**src/rtl/assert_macros.svh**
```systemverilog
// Assertion macros shared by the allocator RTL.
// Each check is clocked on clk and held off while rst_n is low.
`ifndef ASSERT_MACROS_SVH
`define ASSERT_MACROS_SVH

`ifndef NO_ASSERTIONS

// The consequent must hold in the same cycle as the antecedent.
`define PTSA_ASSERT_IMP(lbl, ante, cons, msg) \
    lbl: assert property (@(posedge clk) disable iff (!rst_n) (ante) |-> (cons)) \
        else $error(msg);

// The consequent must hold in the cycle after the antecedent.
`define PTSA_ASSERT_NXT(lbl, ante, cons, msg) \
    lbl: assert property (@(posedge clk) disable iff (!rst_n) (ante) |=> (cons)) \
        else $error(msg);

`else

`define PTSA_ASSERT_IMP(lbl, ante, cons, msg)
`define PTSA_ASSERT_NXT(lbl, ante, cons, msg)

`endif

`endif

```
**src/rtl/ptsa_pkg.sv**
```systemverilog
// Package for the page-table slot allocator: sizes, status codes and the
// structs passed between the sequencer, the probe unit and the block list RAM.
// No dependencies.
package ptsa_pkg;

    localparam int MAX_BLOCKS = 64;
    localparam int ADDR_BITS  = 36;

    localparam int BLK_SHIFT  = 16;
    localparam int SLOT_SHIFT = 12;
    localparam int SLOTS      = 16;
    localparam int SLOT_W     = $clog2(SLOTS);
    localparam int BASE_W     = ADDR_BITS - BLK_SHIFT;
    localparam int IDX_W      = $clog2(MAX_BLOCKS);
    localparam int CNT_W      = $clog2(MAX_BLOCKS + 1);

    localparam logic [SLOTS-1:0] FULL_MASK = {SLOTS{1'b1}};

    // Stream widths: tdata packs two addresses rounded up to whole bytes.
    localparam int IN_TDATA_W   = ((2 * ADDR_BITS + 7) / 8) * 8;
    localparam int OUT_TDATA_W  = ((2 * ADDR_BITS + 7) / 8) * 8;
    localparam int OUT_TUSER_W  = 4;

    localparam logic OP_ALLOC   = 1'b0;
    localparam logic OP_RELEASE = 1'b1;

    localparam logic [1:0] ST_OK          = 2'd0;
    localparam logic [1:0] ST_NOT_FOUND   = 2'd1;
    localparam logic [1:0] ST_DOUBLE_FREE = 2'd2;
    localparam logic [1:0] ST_LIST_FULL   = 2'd3;

    typedef struct packed {
        logic [BASE_W-1:0] base;
        logic [SLOTS-1:0]  mask;
    } entry_t;

    typedef struct packed {
        logic             en;
        logic [IDX_W-1:0] addr;
        entry_t           data;
    } wr_t;

    typedef struct packed {
        logic              base_hit;
        logic              mask_empty;
        logic              slot_free;
        logic              full_after;
        logic              last;
        logic [SLOT_W-1:0] low_slot;
        logic [IDX_W-1:0]  idx_inc;
        logic [SLOTS-1:0]  claim_mask;
        logic [SLOTS-1:0]  rel_mask;
    } probe_t;

    typedef struct packed {
        logic [1:0]           status;
        logic [ADDR_BITS-1:0] slot_addr;
        logic                 took_spare;
        logic                 block_freed;
        logic [ADDR_BITS-1:0] freed_base;
    } result_t;

endpackage

```
**src/rtl/ptsa_table.sv**
```systemverilog
// Block list storage: one entry per block holding its base and free mask.
// One write port and one read port with registered read data. Uses ptsa_pkg.
module ptsa_table
(
    input  logic                        clk,
    input  logic [ptsa_pkg::IDX_W-1:0]  rd_addr,
    input  ptsa_pkg::wr_t               wr,
    output ptsa_pkg::entry_t            rd_data
);

    ptsa_pkg::entry_t mem [ptsa_pkg::MAX_BLOCKS];
    ptsa_pkg::entry_t rd_data_reg;

    always_ff @(posedge clk)
    begin
        if (wr.en)
        begin
            mem[wr.addr] <= wr.data;
        end
        rd_data_reg <= mem[rd_addr];
    end

    assign rd_data = rd_data_reg;

endmodule

```
**src/rtl/ptsa_probe.sv**
```systemverilog
// Shared probe unit: evaluates one block list entry per cycle for the sequencer.
// Base compare, slot tests, lowest free slot, new masks and end-of-list test.
// Uses ptsa_pkg.
module ptsa_probe
(
    input  ptsa_pkg::entry_t                   entry,
    input  logic [ptsa_pkg::BASE_W-1:0]        key,
    input  logic [ptsa_pkg::SLOT_W-1:0]        slot,
    input  logic [ptsa_pkg::IDX_W-1:0]         idx,
    input  logic [ptsa_pkg::CNT_W-1:0]         count,
    output ptsa_pkg::probe_t                   probe
);

    logic [ptsa_pkg::SLOT_W-1:0] low;
    logic [ptsa_pkg::SLOTS-1:0]  slot_bit;
    logic [ptsa_pkg::SLOTS-1:0]  low_bit;
    logic [ptsa_pkg::SLOTS-1:0]  rel;

    always_comb
    begin
        low = '0;
        for (int i = ptsa_pkg::SLOTS - 1; i >= 0; i--)
        begin
            if (entry.mask[i])
            begin
                low = ptsa_pkg::SLOT_W'(i);
            end
        end
    end

    assign slot_bit = ptsa_pkg::SLOTS'(1) << slot;
    assign low_bit  = ptsa_pkg::SLOTS'(1) << low;
    assign rel      = entry.mask | slot_bit;

    assign probe.base_hit   = (entry.base == key);
    assign probe.mask_empty = (entry.mask == '0);
    assign probe.slot_free  = ((entry.mask & slot_bit) != '0);
    assign probe.full_after = (rel == ptsa_pkg::FULL_MASK);
    // The entry is the last one in the list when idx + 1 reaches the count.
    assign probe.last       = (ptsa_pkg::CNT_W'(idx) + ptsa_pkg::CNT_W'(1)) >= count;
    assign probe.low_slot   = low;
    assign probe.idx_inc    = idx + ptsa_pkg::IDX_W'(1);
    assign probe.claim_mask = entry.mask & ~low_bit;
    assign probe.rel_mask   = rel;

endmodule

```
**src/rtl/ptsa_seq.sv**
```systemverilog
// Sequencer of the allocator: walks the block list one entry per cycle through
// the shared probe unit, claims or releases slots and compacts the list.
// Uses ptsa_pkg, ptsa_probe and assert_macros.svh.
`include "assert_macros.svh"

module ptsa_seq
(
    input  logic                              clk,
    input  logic                              rst_n,
    input  logic                              item_valid,
    output logic                              item_ready,
    input  logic                              op,
    input  logic [ptsa_pkg::ADDR_BITS-1:0]    release_addr,
    input  logic [ptsa_pkg::ADDR_BITS-1:0]    spare_block,
    output logic                              result_valid,
    input  logic                              result_ready,
    output ptsa_pkg::result_t                 result,
    output logic [ptsa_pkg::IDX_W-1:0]        rd_addr,
    input  ptsa_pkg::entry_t                  rd_data,
    output ptsa_pkg::wr_t                     wr
);

    localparam logic [2:0] S_IDLE  = 3'd0;
    localparam logic [2:0] S_A_CHK = 3'd1;
    localparam logic [2:0] S_A_NEW = 3'd2;
    localparam logic [2:0] S_R_CHK = 3'd3;
    localparam logic [2:0] S_R_SH  = 3'd4;
    localparam logic [2:0] S_DONE  = 3'd5;

    logic [2:0]                    state_reg, state_next;
    logic [ptsa_pkg::CNT_W-1:0]    cur_reg, cur_next;
    logic [ptsa_pkg::CNT_W-1:0]    cnt_reg, cnt_next;
    logic [ptsa_pkg::IDX_W-1:0]    idx_reg, idx_next;
    logic [ptsa_pkg::BASE_W-1:0]   key_reg, key_next;
    logic [ptsa_pkg::SLOT_W-1:0]   slot_reg, slot_next;
    logic [ptsa_pkg::BASE_W-1:0]   spare_reg, spare_next;
    ptsa_pkg::result_t             res_reg, res_next;
    ptsa_pkg::probe_t              probe;
    logic                          remove;
    logic [ptsa_pkg::CNT_W-1:0]    cnt_dec;

    ptsa_probe u_probe
    (
        .entry (rd_data),
        .key   (key_reg),
        .slot  (slot_reg),
        .idx   (idx_reg),
        .count (cnt_reg),
        .probe (probe)
    );

    assign cnt_dec = cnt_reg - ptsa_pkg::CNT_W'(1);

    always_comb
    begin
        state_next = state_reg;
        cur_next   = cur_reg;
        cnt_next   = cnt_reg;
        idx_next   = idx_reg;
        key_next   = key_reg;
        slot_next  = slot_reg;
        spare_next = spare_reg;
        res_next   = res_reg;
        wr         = '0;
        remove     = 1'b0;

        unique case (state_reg)
            S_IDLE:
            begin
                if (item_valid)
                begin
                    res_next = '0;
                    if (op == ptsa_pkg::OP_RELEASE)
                    begin
                        key_next  = release_addr[ptsa_pkg::ADDR_BITS-1:ptsa_pkg::BLK_SHIFT];
                        slot_next = release_addr[ptsa_pkg::SLOT_SHIFT+ptsa_pkg::SLOT_W-1:
                                                 ptsa_pkg::SLOT_SHIFT];
                        idx_next  = '0;
                        if (cnt_reg == '0)
                        begin
                            res_next.status = ptsa_pkg::ST_NOT_FOUND;
                            state_next      = S_DONE;
                        end
                        else
                        begin
                            state_next = S_R_CHK;
                        end
                    end
                    else
                    begin
                        spare_next = spare_block[ptsa_pkg::ADDR_BITS-1:ptsa_pkg::BLK_SHIFT];
                        idx_next   = cur_reg[ptsa_pkg::IDX_W-1:0];
                        state_next = (cur_reg < cnt_reg) ? S_A_CHK : S_A_NEW;
                    end
                end
            end

            S_A_CHK:
            begin
                if (!probe.mask_empty)
                begin
                    wr.en              = 1'b1;
                    wr.addr            = idx_reg;
                    wr.data.base       = rd_data.base;
                    wr.data.mask       = probe.claim_mask;
                    res_next.slot_addr = {rd_data.base, probe.low_slot,
                                          {ptsa_pkg::SLOT_SHIFT{1'b0}}};
                    state_next         = S_DONE;
                end
                else if (!probe.last)
                begin
                    cur_next = cur_reg + ptsa_pkg::CNT_W'(1);
                    idx_next = probe.idx_inc;
                end
                else
                begin
                    cur_next   = cnt_reg;
                    state_next = S_A_NEW;
                end
            end

            S_A_NEW:
            begin
                if (cnt_reg == ptsa_pkg::CNT_W'(ptsa_pkg::MAX_BLOCKS))
                begin
                    res_next.status = ptsa_pkg::ST_LIST_FULL;
                end
                else
                begin
                    // Adopt the spare block and hand out its slot zero at once.
                    wr.en               = 1'b1;
                    wr.addr             = cnt_reg[ptsa_pkg::IDX_W-1:0];
                    wr.data.base        = spare_reg;
                    wr.data.mask        = ptsa_pkg::FULL_MASK & ~ptsa_pkg::SLOTS'(1);
                    cur_next            = cnt_reg;
                    cnt_next            = cnt_reg + ptsa_pkg::CNT_W'(1);
                    res_next.slot_addr  = {spare_reg, {ptsa_pkg::BLK_SHIFT{1'b0}}};
                    res_next.took_spare = 1'b1;
                end
                state_next = S_DONE;
            end

            S_R_CHK:
            begin
                if (probe.base_hit)
                begin
                    if (probe.slot_free)
                    begin
                        res_next.status = ptsa_pkg::ST_DOUBLE_FREE;
                        state_next      = S_DONE;
                    end
                    else if (!probe.full_after)
                    begin
                        wr.en        = 1'b1;
                        wr.addr      = idx_reg;
                        wr.data.base = rd_data.base;
                        wr.data.mask = probe.rel_mask;
                        state_next   = S_DONE;
                    end
                    else if (!probe.last)
                    begin
                        idx_next   = probe.idx_inc;
                        state_next = S_R_SH;
                    end
                    else
                    begin
                        remove = 1'b1;
                    end
                end
                else if (!probe.last)
                begin
                    idx_next = probe.idx_inc;
                end
                else
                begin
                    res_next.status = ptsa_pkg::ST_NOT_FOUND;
                    state_next      = S_DONE;
                end
            end

            S_R_SH:
            begin
                // The entry read here moves down over the one before it.
                wr.en   = 1'b1;
                wr.addr = idx_reg - ptsa_pkg::IDX_W'(1);
                wr.data = rd_data;
                if (!probe.last)
                begin
                    idx_next = probe.idx_inc;
                end
                else
                begin
                    remove = 1'b1;
                end
            end

            S_DONE:
            begin
                if (result_ready)
                begin
                    state_next = S_IDLE;
                end
            end

            default:
            begin
                state_next = S_IDLE;
            end
        endcase

        if (remove)
        begin
            cnt_next             = cnt_dec;
            cur_next             = (cur_reg > cnt_dec) ? cnt_dec : cur_reg;
            res_next.block_freed = 1'b1;
            res_next.freed_base  = {key_reg, {ptsa_pkg::BLK_SHIFT{1'b0}}};
            state_next           = S_DONE;
        end
    end

    always_ff @(posedge clk or negedge rst_n)
    begin
        if (!rst_n)
        begin
            state_reg <= S_IDLE;
            cur_reg   <= '0;
            cnt_reg   <= '0;
            idx_reg   <= '0;
        end
        else
        begin
            state_reg <= state_next;
            cur_reg   <= cur_next;
            cnt_reg   <= cnt_next;
            idx_reg   <= idx_next;
        end
    end

    always_ff @(posedge clk)
    begin
        key_reg   <= key_next;
        slot_reg  <= slot_next;
        spare_reg <= spare_next;
        res_reg   <= res_next;
    end

    // The RAM samples the next index so that its data lines up with idx_reg.
    assign rd_addr      = idx_next;
    assign item_ready   = (state_reg == S_IDLE);
    assign result_valid = (state_reg == S_DONE);
    assign result       = res_reg;

    `PTSA_ASSERT_IMP(a_cnt_range, 1'b1, cnt_reg <= ptsa_pkg::CNT_W'(ptsa_pkg::MAX_BLOCKS),
        "block count beyond list size")
    `PTSA_ASSERT_IMP(a_cur_le_cnt, 1'b1, cur_reg <= cnt_reg, "scan cursor beyond block count")
    `PTSA_ASSERT_IMP(a_wr_in_list, wr.en, ptsa_pkg::CNT_W'(wr.addr) <= cnt_reg,
        "list write above the end of the list")
    `PTSA_ASSERT_NXT(a_busy_after_accept, item_valid && item_ready, !item_ready,
        "sequencer stayed idle after taking a word")

endmodule

```
**src/rtl/page_table_slot_allocator.sv**
```systemverilog
// Page-table slot allocator: usage notes.
// Slave stream (s_*) carries one request word: s_tuser holds op (0 allocate,
// 1 release); s_tdata holds release_addr then spare_block. Master stream (m_*)
// returns exactly one result word per request: m_tuser holds status, took_spare
// and block_freed; m_tdata holds slot_addr then freed_base.
// An allocation reads the list entry at the cursor and scans on until a block
// with a free slot is found; past the end of the list it adopts the spare
// block if the list has room. A release probes one entry per cycle to find
// its block and, when the block leaves the list, moves each later entry down
// one place. The block list RAM has a single read port, whose data feeds one
// shared probe unit. s_tready is high only while no request is in progress.
// The output register lets the next request be taken while a result waits;
// a stalled m_tready holds the result, and the following request finishes its
// work and then waits until the output register is free.
// Reset empties the list and clears the cursor; the RAM itself is not cleared.
// Uses ptsa_pkg, ptsa_table and ptsa_seq.
module page_table_slot_allocator
(
    input  logic                                 clk,
    input  logic                                 rst_n,
    input  logic                                 s_tvalid,
    output logic                                 s_tready,
    input  logic [ptsa_pkg::IN_TDATA_W-1:0]      s_tdata,  // release_addr, spare_block
    input  logic                                 s_tuser,  // op
    output logic                                 m_tvalid,
    input  logic                                 m_tready,
    output logic [ptsa_pkg::OUT_TDATA_W-1:0]     m_tdata,  // slot_addr, freed_base
    output logic [ptsa_pkg::OUT_TUSER_W-1:0]     m_tuser   // status, took_spare, block_freed
);

    logic [ptsa_pkg::IDX_W-1:0] rd_addr;
    ptsa_pkg::entry_t           rd_data;
    ptsa_pkg::wr_t              wr;
    ptsa_pkg::result_t          result;
    logic                       result_valid;
    logic                       result_ready;
    logic                       m_valid_reg, m_valid_next;
    ptsa_pkg::result_t          m_res_reg;
    logic [ptsa_pkg::OUT_TDATA_W-1:0] m_data;

    ptsa_table u_table
    (
        .clk     (clk),
        .rd_addr (rd_addr),
        .wr      (wr),
        .rd_data (rd_data)
    );

    ptsa_seq u_seq
    (
        .clk          (clk),
        .rst_n        (rst_n),
        .item_valid   (s_tvalid),
        .item_ready   (s_tready),
        .op           (s_tuser),
        .release_addr (s_tdata[ptsa_pkg::ADDR_BITS-1:0]),
        .spare_block  (s_tdata[2*ptsa_pkg::ADDR_BITS-1:ptsa_pkg::ADDR_BITS]),
        .result_valid (result_valid),
        .result_ready (result_ready),
        .result       (result),
        .rd_addr      (rd_addr),
        .rd_data      (rd_data),
        .wr           (wr)
    );

    assign result_ready = !m_valid_reg || m_tready;

    always_comb
    begin
        m_valid_next = m_valid_reg;
        if (result_valid && result_ready)
        begin
            m_valid_next = 1'b1;
        end
        else if (m_tready)
        begin
            m_valid_next = 1'b0;
        end
    end

    always_ff @(posedge clk or negedge rst_n)
    begin
        if (!rst_n)
        begin
            m_valid_reg <= 1'b0;
        end
        else
        begin
            m_valid_reg <= m_valid_next;
        end
    end

    always_ff @(posedge clk)
    begin
        if (result_valid && result_ready)
        begin
            m_res_reg <= result;
        end
    end

    always_comb
    begin
        m_data = '0;
        m_data[2*ptsa_pkg::ADDR_BITS-1:0] = {m_res_reg.freed_base, m_res_reg.slot_addr};
    end

    assign m_tvalid = m_valid_reg;
    assign m_tdata  = m_data;
    assign m_tuser  = {m_res_reg.block_freed, m_res_reg.took_spare, m_res_reg.status};

endmodule

```
**config.mk**
```make
export PLATFORM = sky130hd
export DESIGN_NAME = page_table_slot_allocator
export DESIGN_NICKNAME = d
export VERILOG_FILES = /design/src/rtl/ptsa_pkg.sv /design/src/rtl/ptsa_table.sv /design/src/rtl/ptsa_probe.sv /design/src/rtl/ptsa_seq.sv /design/src/rtl/page_table_slot_allocator.sv
export VERILOG_INCLUDE_DIRS = /design/src /design/src/rtl
export SDC_FILE = /design/constraint.sdc
export NUM_CORES = 2
export LEC_CHECK = 0
export BUFFER_PORTS_ARGS = -buffer_cell sky130_fd_sc_hd__buf_2
export CORE_UTILIZATION = 50
export DETAILED_ROUTE_END_ITERATION = 6
export PLACE_DENSITY_LB_ADDON = 0.2
export SETUP_SLACK_MARGIN = 0.4
export SLEW_MARGIN = 20
export SYNTH_ARGS = -nofsm -noshare
export SYNTH_HDL_FRONTEND = slang
export SYNTH_SLANG_ARGS = --single-unit
export TNS_END_PERCENT = 5
```
**constraint.sdc**
```tcl
create_clock -name clk -period 10.7 [get_ports clk]
set_input_delay 0.535 -clock clk [delete_from_list [all_inputs] [get_ports clk]]
set_output_delay 0.535 -clock clk [all_outputs]
set_load 0.1 [all_outputs]
```
Yosys cells after proc, flatten, opt, wreduce, memory -nomap -nowiden
Memory sizes are Yosys's and may differ from the RTL's. A register that Yosys moved wholly into a read port is not among the register bits.
Index checks and enable logic that the tools add are counted.

storage, ports and cells
  bits in registers = 188
  RAM bits = 2,304
  input bits = 77
  output and inout port bits = 78
  logic and storage cells = 160
  memories = 1

operators by class
  add/sub/neg operators = 6
  order comparisons = 3
  equality and inequality tests = 24
  shift operators = 2
  multiplexer cells = 76
  bitwise gates (word level) = 5
  reduce and logical (&&, ||, !) cells = 25

memory list
  memory       depth  width  rd ports  clocked after memory_dff  wr ports  RTL line          text
  u_table.mem  64     36     1         1                         1         ptsa_table.sv:11  ptsa_pkg::entry_t mem [ptsa_pkg::MAX_BLOCKS];

operators with widths
  cell                    count
  $mux W43                5
  $pmux W43 S4            1
  $mux W36                3
  $pmux W36 S3            1
  $mux W76                1
  $mux W4                 16
  $mux W7                 8
  $mux W6                 7
  $mux W37                1
  $mux W3                 12
  $and A16 B16 Y16        2
  $shl A1 B4 Y16 const A  2
  $pmux W6 S4             1
  $eq A20 B20 Y1          1
  $pmux W3 S6             1
  $eq A16 B16 Y1 const B  1
  $logic_not A16 Y1       1
  $not A16 Y16            1
  $or A16 B16 Y16         1
  $reduce_bool A16 Y1     1
  $add A7 B1 Y7 const B   2
  $pmux W7 S2             1
  $mux W2                 6
  $reduce_bool A2 Y1      5
  other kinds (34)        60

Logic depth before layout (Yosys ltp)
  depth in word-level cells = 23
  gate-level depth with buffers = 22
  depth with buffers taken out = 17

Hierarchy
Synthesis repeated with hierarchy kept, for this count alone.

second synthesis, totals
  cells, all modules = 4,608
  area, all modules = 97,805.1 sq um

by module, submodules not included
  module                     times used  cells an instance  area each (sq um)  sequential area each (sq um)
  ptsa_table                 1           3,780              87,959.4           69,907.0
  ptsa_seq                   1           549                6,192.2            3,328.2
  page_table_slot_allocator  1           80                 2,336.0            2,307.2
  ptsa_probe                 1           199                1,317.5            0.0

Worst setup path before layout
Ideal clock, no wire load.

  path type = flip-flop to flip-flop
  start = register u_seq.slot_reg[2] in the netlist's numbering
  end = memory u_table.mem[0][3] in the netlist's numbering, data pin
  setup time = 0.702 ns
  arrival = 4.859 ns
  data required time = 9.998 ns
  setup slack = 5.139 ns
  stages on the path, launching flop included = 10
  buffers on the path = 2
  clock period less this slack = 5.561 ns
  path through = edfxtp_1 -> mux2_2 -> a221o_1 -> a32o_1 -> nor3b_1 -> and2_1 -> clkbuf_1 -> clkbuf_1 -> a31oi_1 -> o21ai_0

RTL lines
  what                    RTL line          text
  start, declared         ptsa_seq.sv:35    logic [ptsa_pkg::SLOT_W-1:0] slot_reg, slot_next;
  start signal, assigned  ptsa_seq.sv:242   slot_reg <= slot_next;
  end, declared           ptsa_table.sv:11

Worst setup path after layout
  start = register u_seq.idx_reg[2] in the netlist's numbering
  end = register u_table.rd_data[21] (netlist name)

on the way
  cells in the longest elaborated chain, start to end = 7
  elaborated cells on any way between the ends = 10
  classes of those cells = 2 x add/sub; 1 x order compare; 7 x mux

ends and longest elaborated chain
  what                    RTL line          text
  start, declared         ptsa_seq.sv:33    logic [ptsa_pkg::IDX_W-1:0] idx_reg, idx_next;
  start signal, assigned  ptsa_seq.sv:235   idx_reg <= idx_next;
  $add A6 B1 Y7           ptsa_probe.sv:40  assign probe.last = (ptsa_pkg::CNT_W'(idx) + ptsa_pkg::CNT_W'(1)) >= count;
  $ge A7 B7 Y1            ptsa_probe.sv:40
  $mux W6                 --
  $mux W6                 ptsa_seq.sv:152   else if (!probe.full_after)
  $mux W6                 ptsa_seq.sv:147   if (probe.slot_free)
  $mux W6                 ptsa_seq.sv:145   if (probe.base_hit)
  $pmux W6 S4 *           ptsa_seq.sv:67    unique case (state_reg)

Mark *: on every way between the ends. The rest lies on a longest branch, timed or not.
A chain may end at the register's enable or synchronous reset.

==> summary.txt <==
Status
  – Outcome: finished clean

STA
  – Fin crit period: 7267 ps
  – Max Clock Freq: 0.1376 GHz
  – Worst setup margin: 3433 ps
  – RSZ-0062 raised after global routing: no
  – Setup_tns: 0 ps
  – Pins Over Slew Limit: 0
  – Final setup fails: 0
  – Slew of the pin with the lowest slew margin: 1170 ps
  – Clk_skew: 52.91 ps
  – Final hold vios: 0
  – Slew HR: 0.2197
  – Crit share post-route: 0.6791

Global route
  – Pin count of the biggest net entering global routing: 176
  – Initial antenna violation count: 24
  – Number of global-route vias before repair: 58.90k
  – First-pass GRT wire length: 409200 microns
  – Total gr overflow: 0
  – GRT Resource Usage Total: 0.2739

Clock network
  – CTS tree: done
  – CTS max path bufs: 3
  – H-tree levels: 4
  – Post-CTS Hold Fix Bufs: 46
  – Setup bufs post-CTS: 0
  – Root Buffer: clkbuf_16
  – Clock slew at reported path FFs: 60 ps
  – TritonCTS Buffers: 240
  – CTS resizes: 0
  – Clk sinks: 2504
  – Clk_lat worst skew: 920 ps

Yosys
  – Post-synth ARST share: 0.009585
  – Post-synthesis instance area: 100400 sq um
  – Sequential area share after synthesis: 0.7439
  – Yosys cell types: 84
  – EDFF count, synth: 2443
  – Top_reg_cell synth: edfxtp_1
  – Syn avg cell area: 14.33 sq um
  – Number of synthesized register bits: 2504
  – Synthesis Warnings: 0
  – Mapped Cells: 7009

Die
  – CORE AREA: 199700 sq um
  – Effective utilization at floorplan: 0.5030
  – Die W: 450.1 microns
  – Die ar.: 202600 sq um
  – Row count: 164
  – Die Ht: 450.1 microns
  – Io pins: 155

Route
  – Antenna Nets Post-Route: 0
  – # DRC: 0
  – Vias: 63.11k
  – Post-Route WL: 283100 microns
  – DRT Pass-1 Iters: 5
  – Via/cell ratio: 6.359
  – Routed len/inst: 28.53 microns
  – Starting DRT DRC Count: 8419

Cells and area
  – Commonest non-fill, non-tap cell in the layout: edfxtp_1
  – Layout cell share with drive strength beyond 1: 0.1145
  – Most frequent cells in the layout: 2443 x edfxtp_1, 1307 x nand2_1, 396 x and3_1
  – Top reg by flops: u_table.mem
  – Nets: 7153
  – Filler cell count: 15.49k
  – FF/Latch Area: 74700 sq um
  – Max reg flops: 2304
  – Area growth syn-to-layout: 12.00%
  – Multi-input gate area: 23840 sq um

Setup path
  – CP max-delay cell: or4_1
  – Critical path required time: 11390 ps
  – Critical path's top delay family: compound AO/OA/AOI/OAI gates
  – Crit Path Max Fanout: 145
  – WP buf/inv: 3
  – WP data arrival: 7960 ps
  – CP Launch Type: flip-flop
  – Worst setup path category: flip-flop to flip-flop
  – CP Cell Sequence: nand3_1, nor2_1, xor2_1, ha_1, and3_1, a311oi_1, nand2_1, a31oi_1, o2111ai_2, a221oi_4, buf_12, inv_8, buf_12, a211oi_1, a311oi_1, a31oi_1, o21ai_0, or4_1
  – Setup crit end kind: flip-flop
  – Worst path max stage delay: 730 ps

Run
  – Max-cap violations: 0

Min path
  – HP Class: input port to flip-flop

Placed design
  – Routability-driven placement congestion ratio: 0.8784
  – Setup WS pre-CTS: 3674 ps
  – I/O Buffers: 98
  – DP HPWL: 149200 microns
## worst min-delay path, delay by kind of cell
family          cells  cell delay [ps]
buf+inv             1              140
compound gates      2              180
## cells by family after synthesis
logic type | count (synthesis) | share of synthesized area
simple gates | 2278 | 0.1036
xor+xnor | 42 | 0.003663
compound gates | 1442 | 0.1026
mux | 130 | 0.01671
fa+ha+maj | 26 | 0.003240
flops | 2504 | 0.7439
buf+inv | 586 | 0.02623
other cells | 1 | 0.00003734
## area by class of cell
cell class | instances | share of cell area
flip-flops and latches | 2504 | 0.6642
multi-input cells | 3946 | 0.2119
clock buffers | 289 | 0.05539
well taps | 2656 | 0.02955
repair buffers | 334 | 0.02314
clock inverters | 170 | 0.01478
inverters | 24 | 0.001001
diodes | 1 | 0.00002225
## worst paths after layout
path	start	end	slack, ps	depth (start not counted)
worst max-delay path	u_seq.idx_reg[2]$_DFF_PN0_	u_table.rd_data[21]$_DFF_P_	3430	18
worst max register to register	u_seq.idx_reg[2]$_DFF_PN0_	u_table.rd_data[21]$_DFF_P_	3430	18
min in group asynchronous	rst_n	u_seq.cur_reg[5]$_DFFE_PN0P_	160	2
worst min register to register	u_seq.result[21]$_DFFE_PP_	m_tdata[57]$_DFFE_PP_	400	0
worst min-delay path	s_tvalid	u_seq.result[74]$_DFFE_PP_	120	3
max in group asynchronous	rst_n	u_seq.cnt_reg[0]$_DFFE_PN0P_	10150	2
## per-stage QoR
stage               utilization  instance area [sq um]  hold WS (ps)  instances
floorplan                     -                 100500         239.4       7036
global placement         0.5214                 104100         405.1       9417
detailed placement       0.5214                 104100         404.5       9417
CTS                      0.5632                 112500         56.85       9922
global route             0.5633                 112500         122.8       9924
finish                   0.5633                 112500         119.9       9924
## cells in the mapped netlist (95+ instances only)
cell / number / share of area
a211oi_1: 390 / 0.029
a21oi_1: 143 / 0.0071
a311oi_1: 240 / 0.021
a31oi_1: 262 / 0.016
and3_1: 396 / 0.025
buf_2: 148 / 0.0074
clkbuf_1: 288 / 0.011
edfxtp_1: 2443 / 0.73
nand2_1: 1313 / 0.049
nand3_1: 246 / 0.012
nor2_1: 132 / 0.0049
o22ai_1: 95 / 0.0059
## per-layer routing
metal	routed length, microns	global-route usage
met5	46	0
met1	118100	0.4029
met2	130700	0.4235
met3	26630	0.04216
met4	7582	0.08073
Power is left out: the tool's default activity adds up to more than one toggle a clock period on the data nets, which glitch-free logic cannot reach.
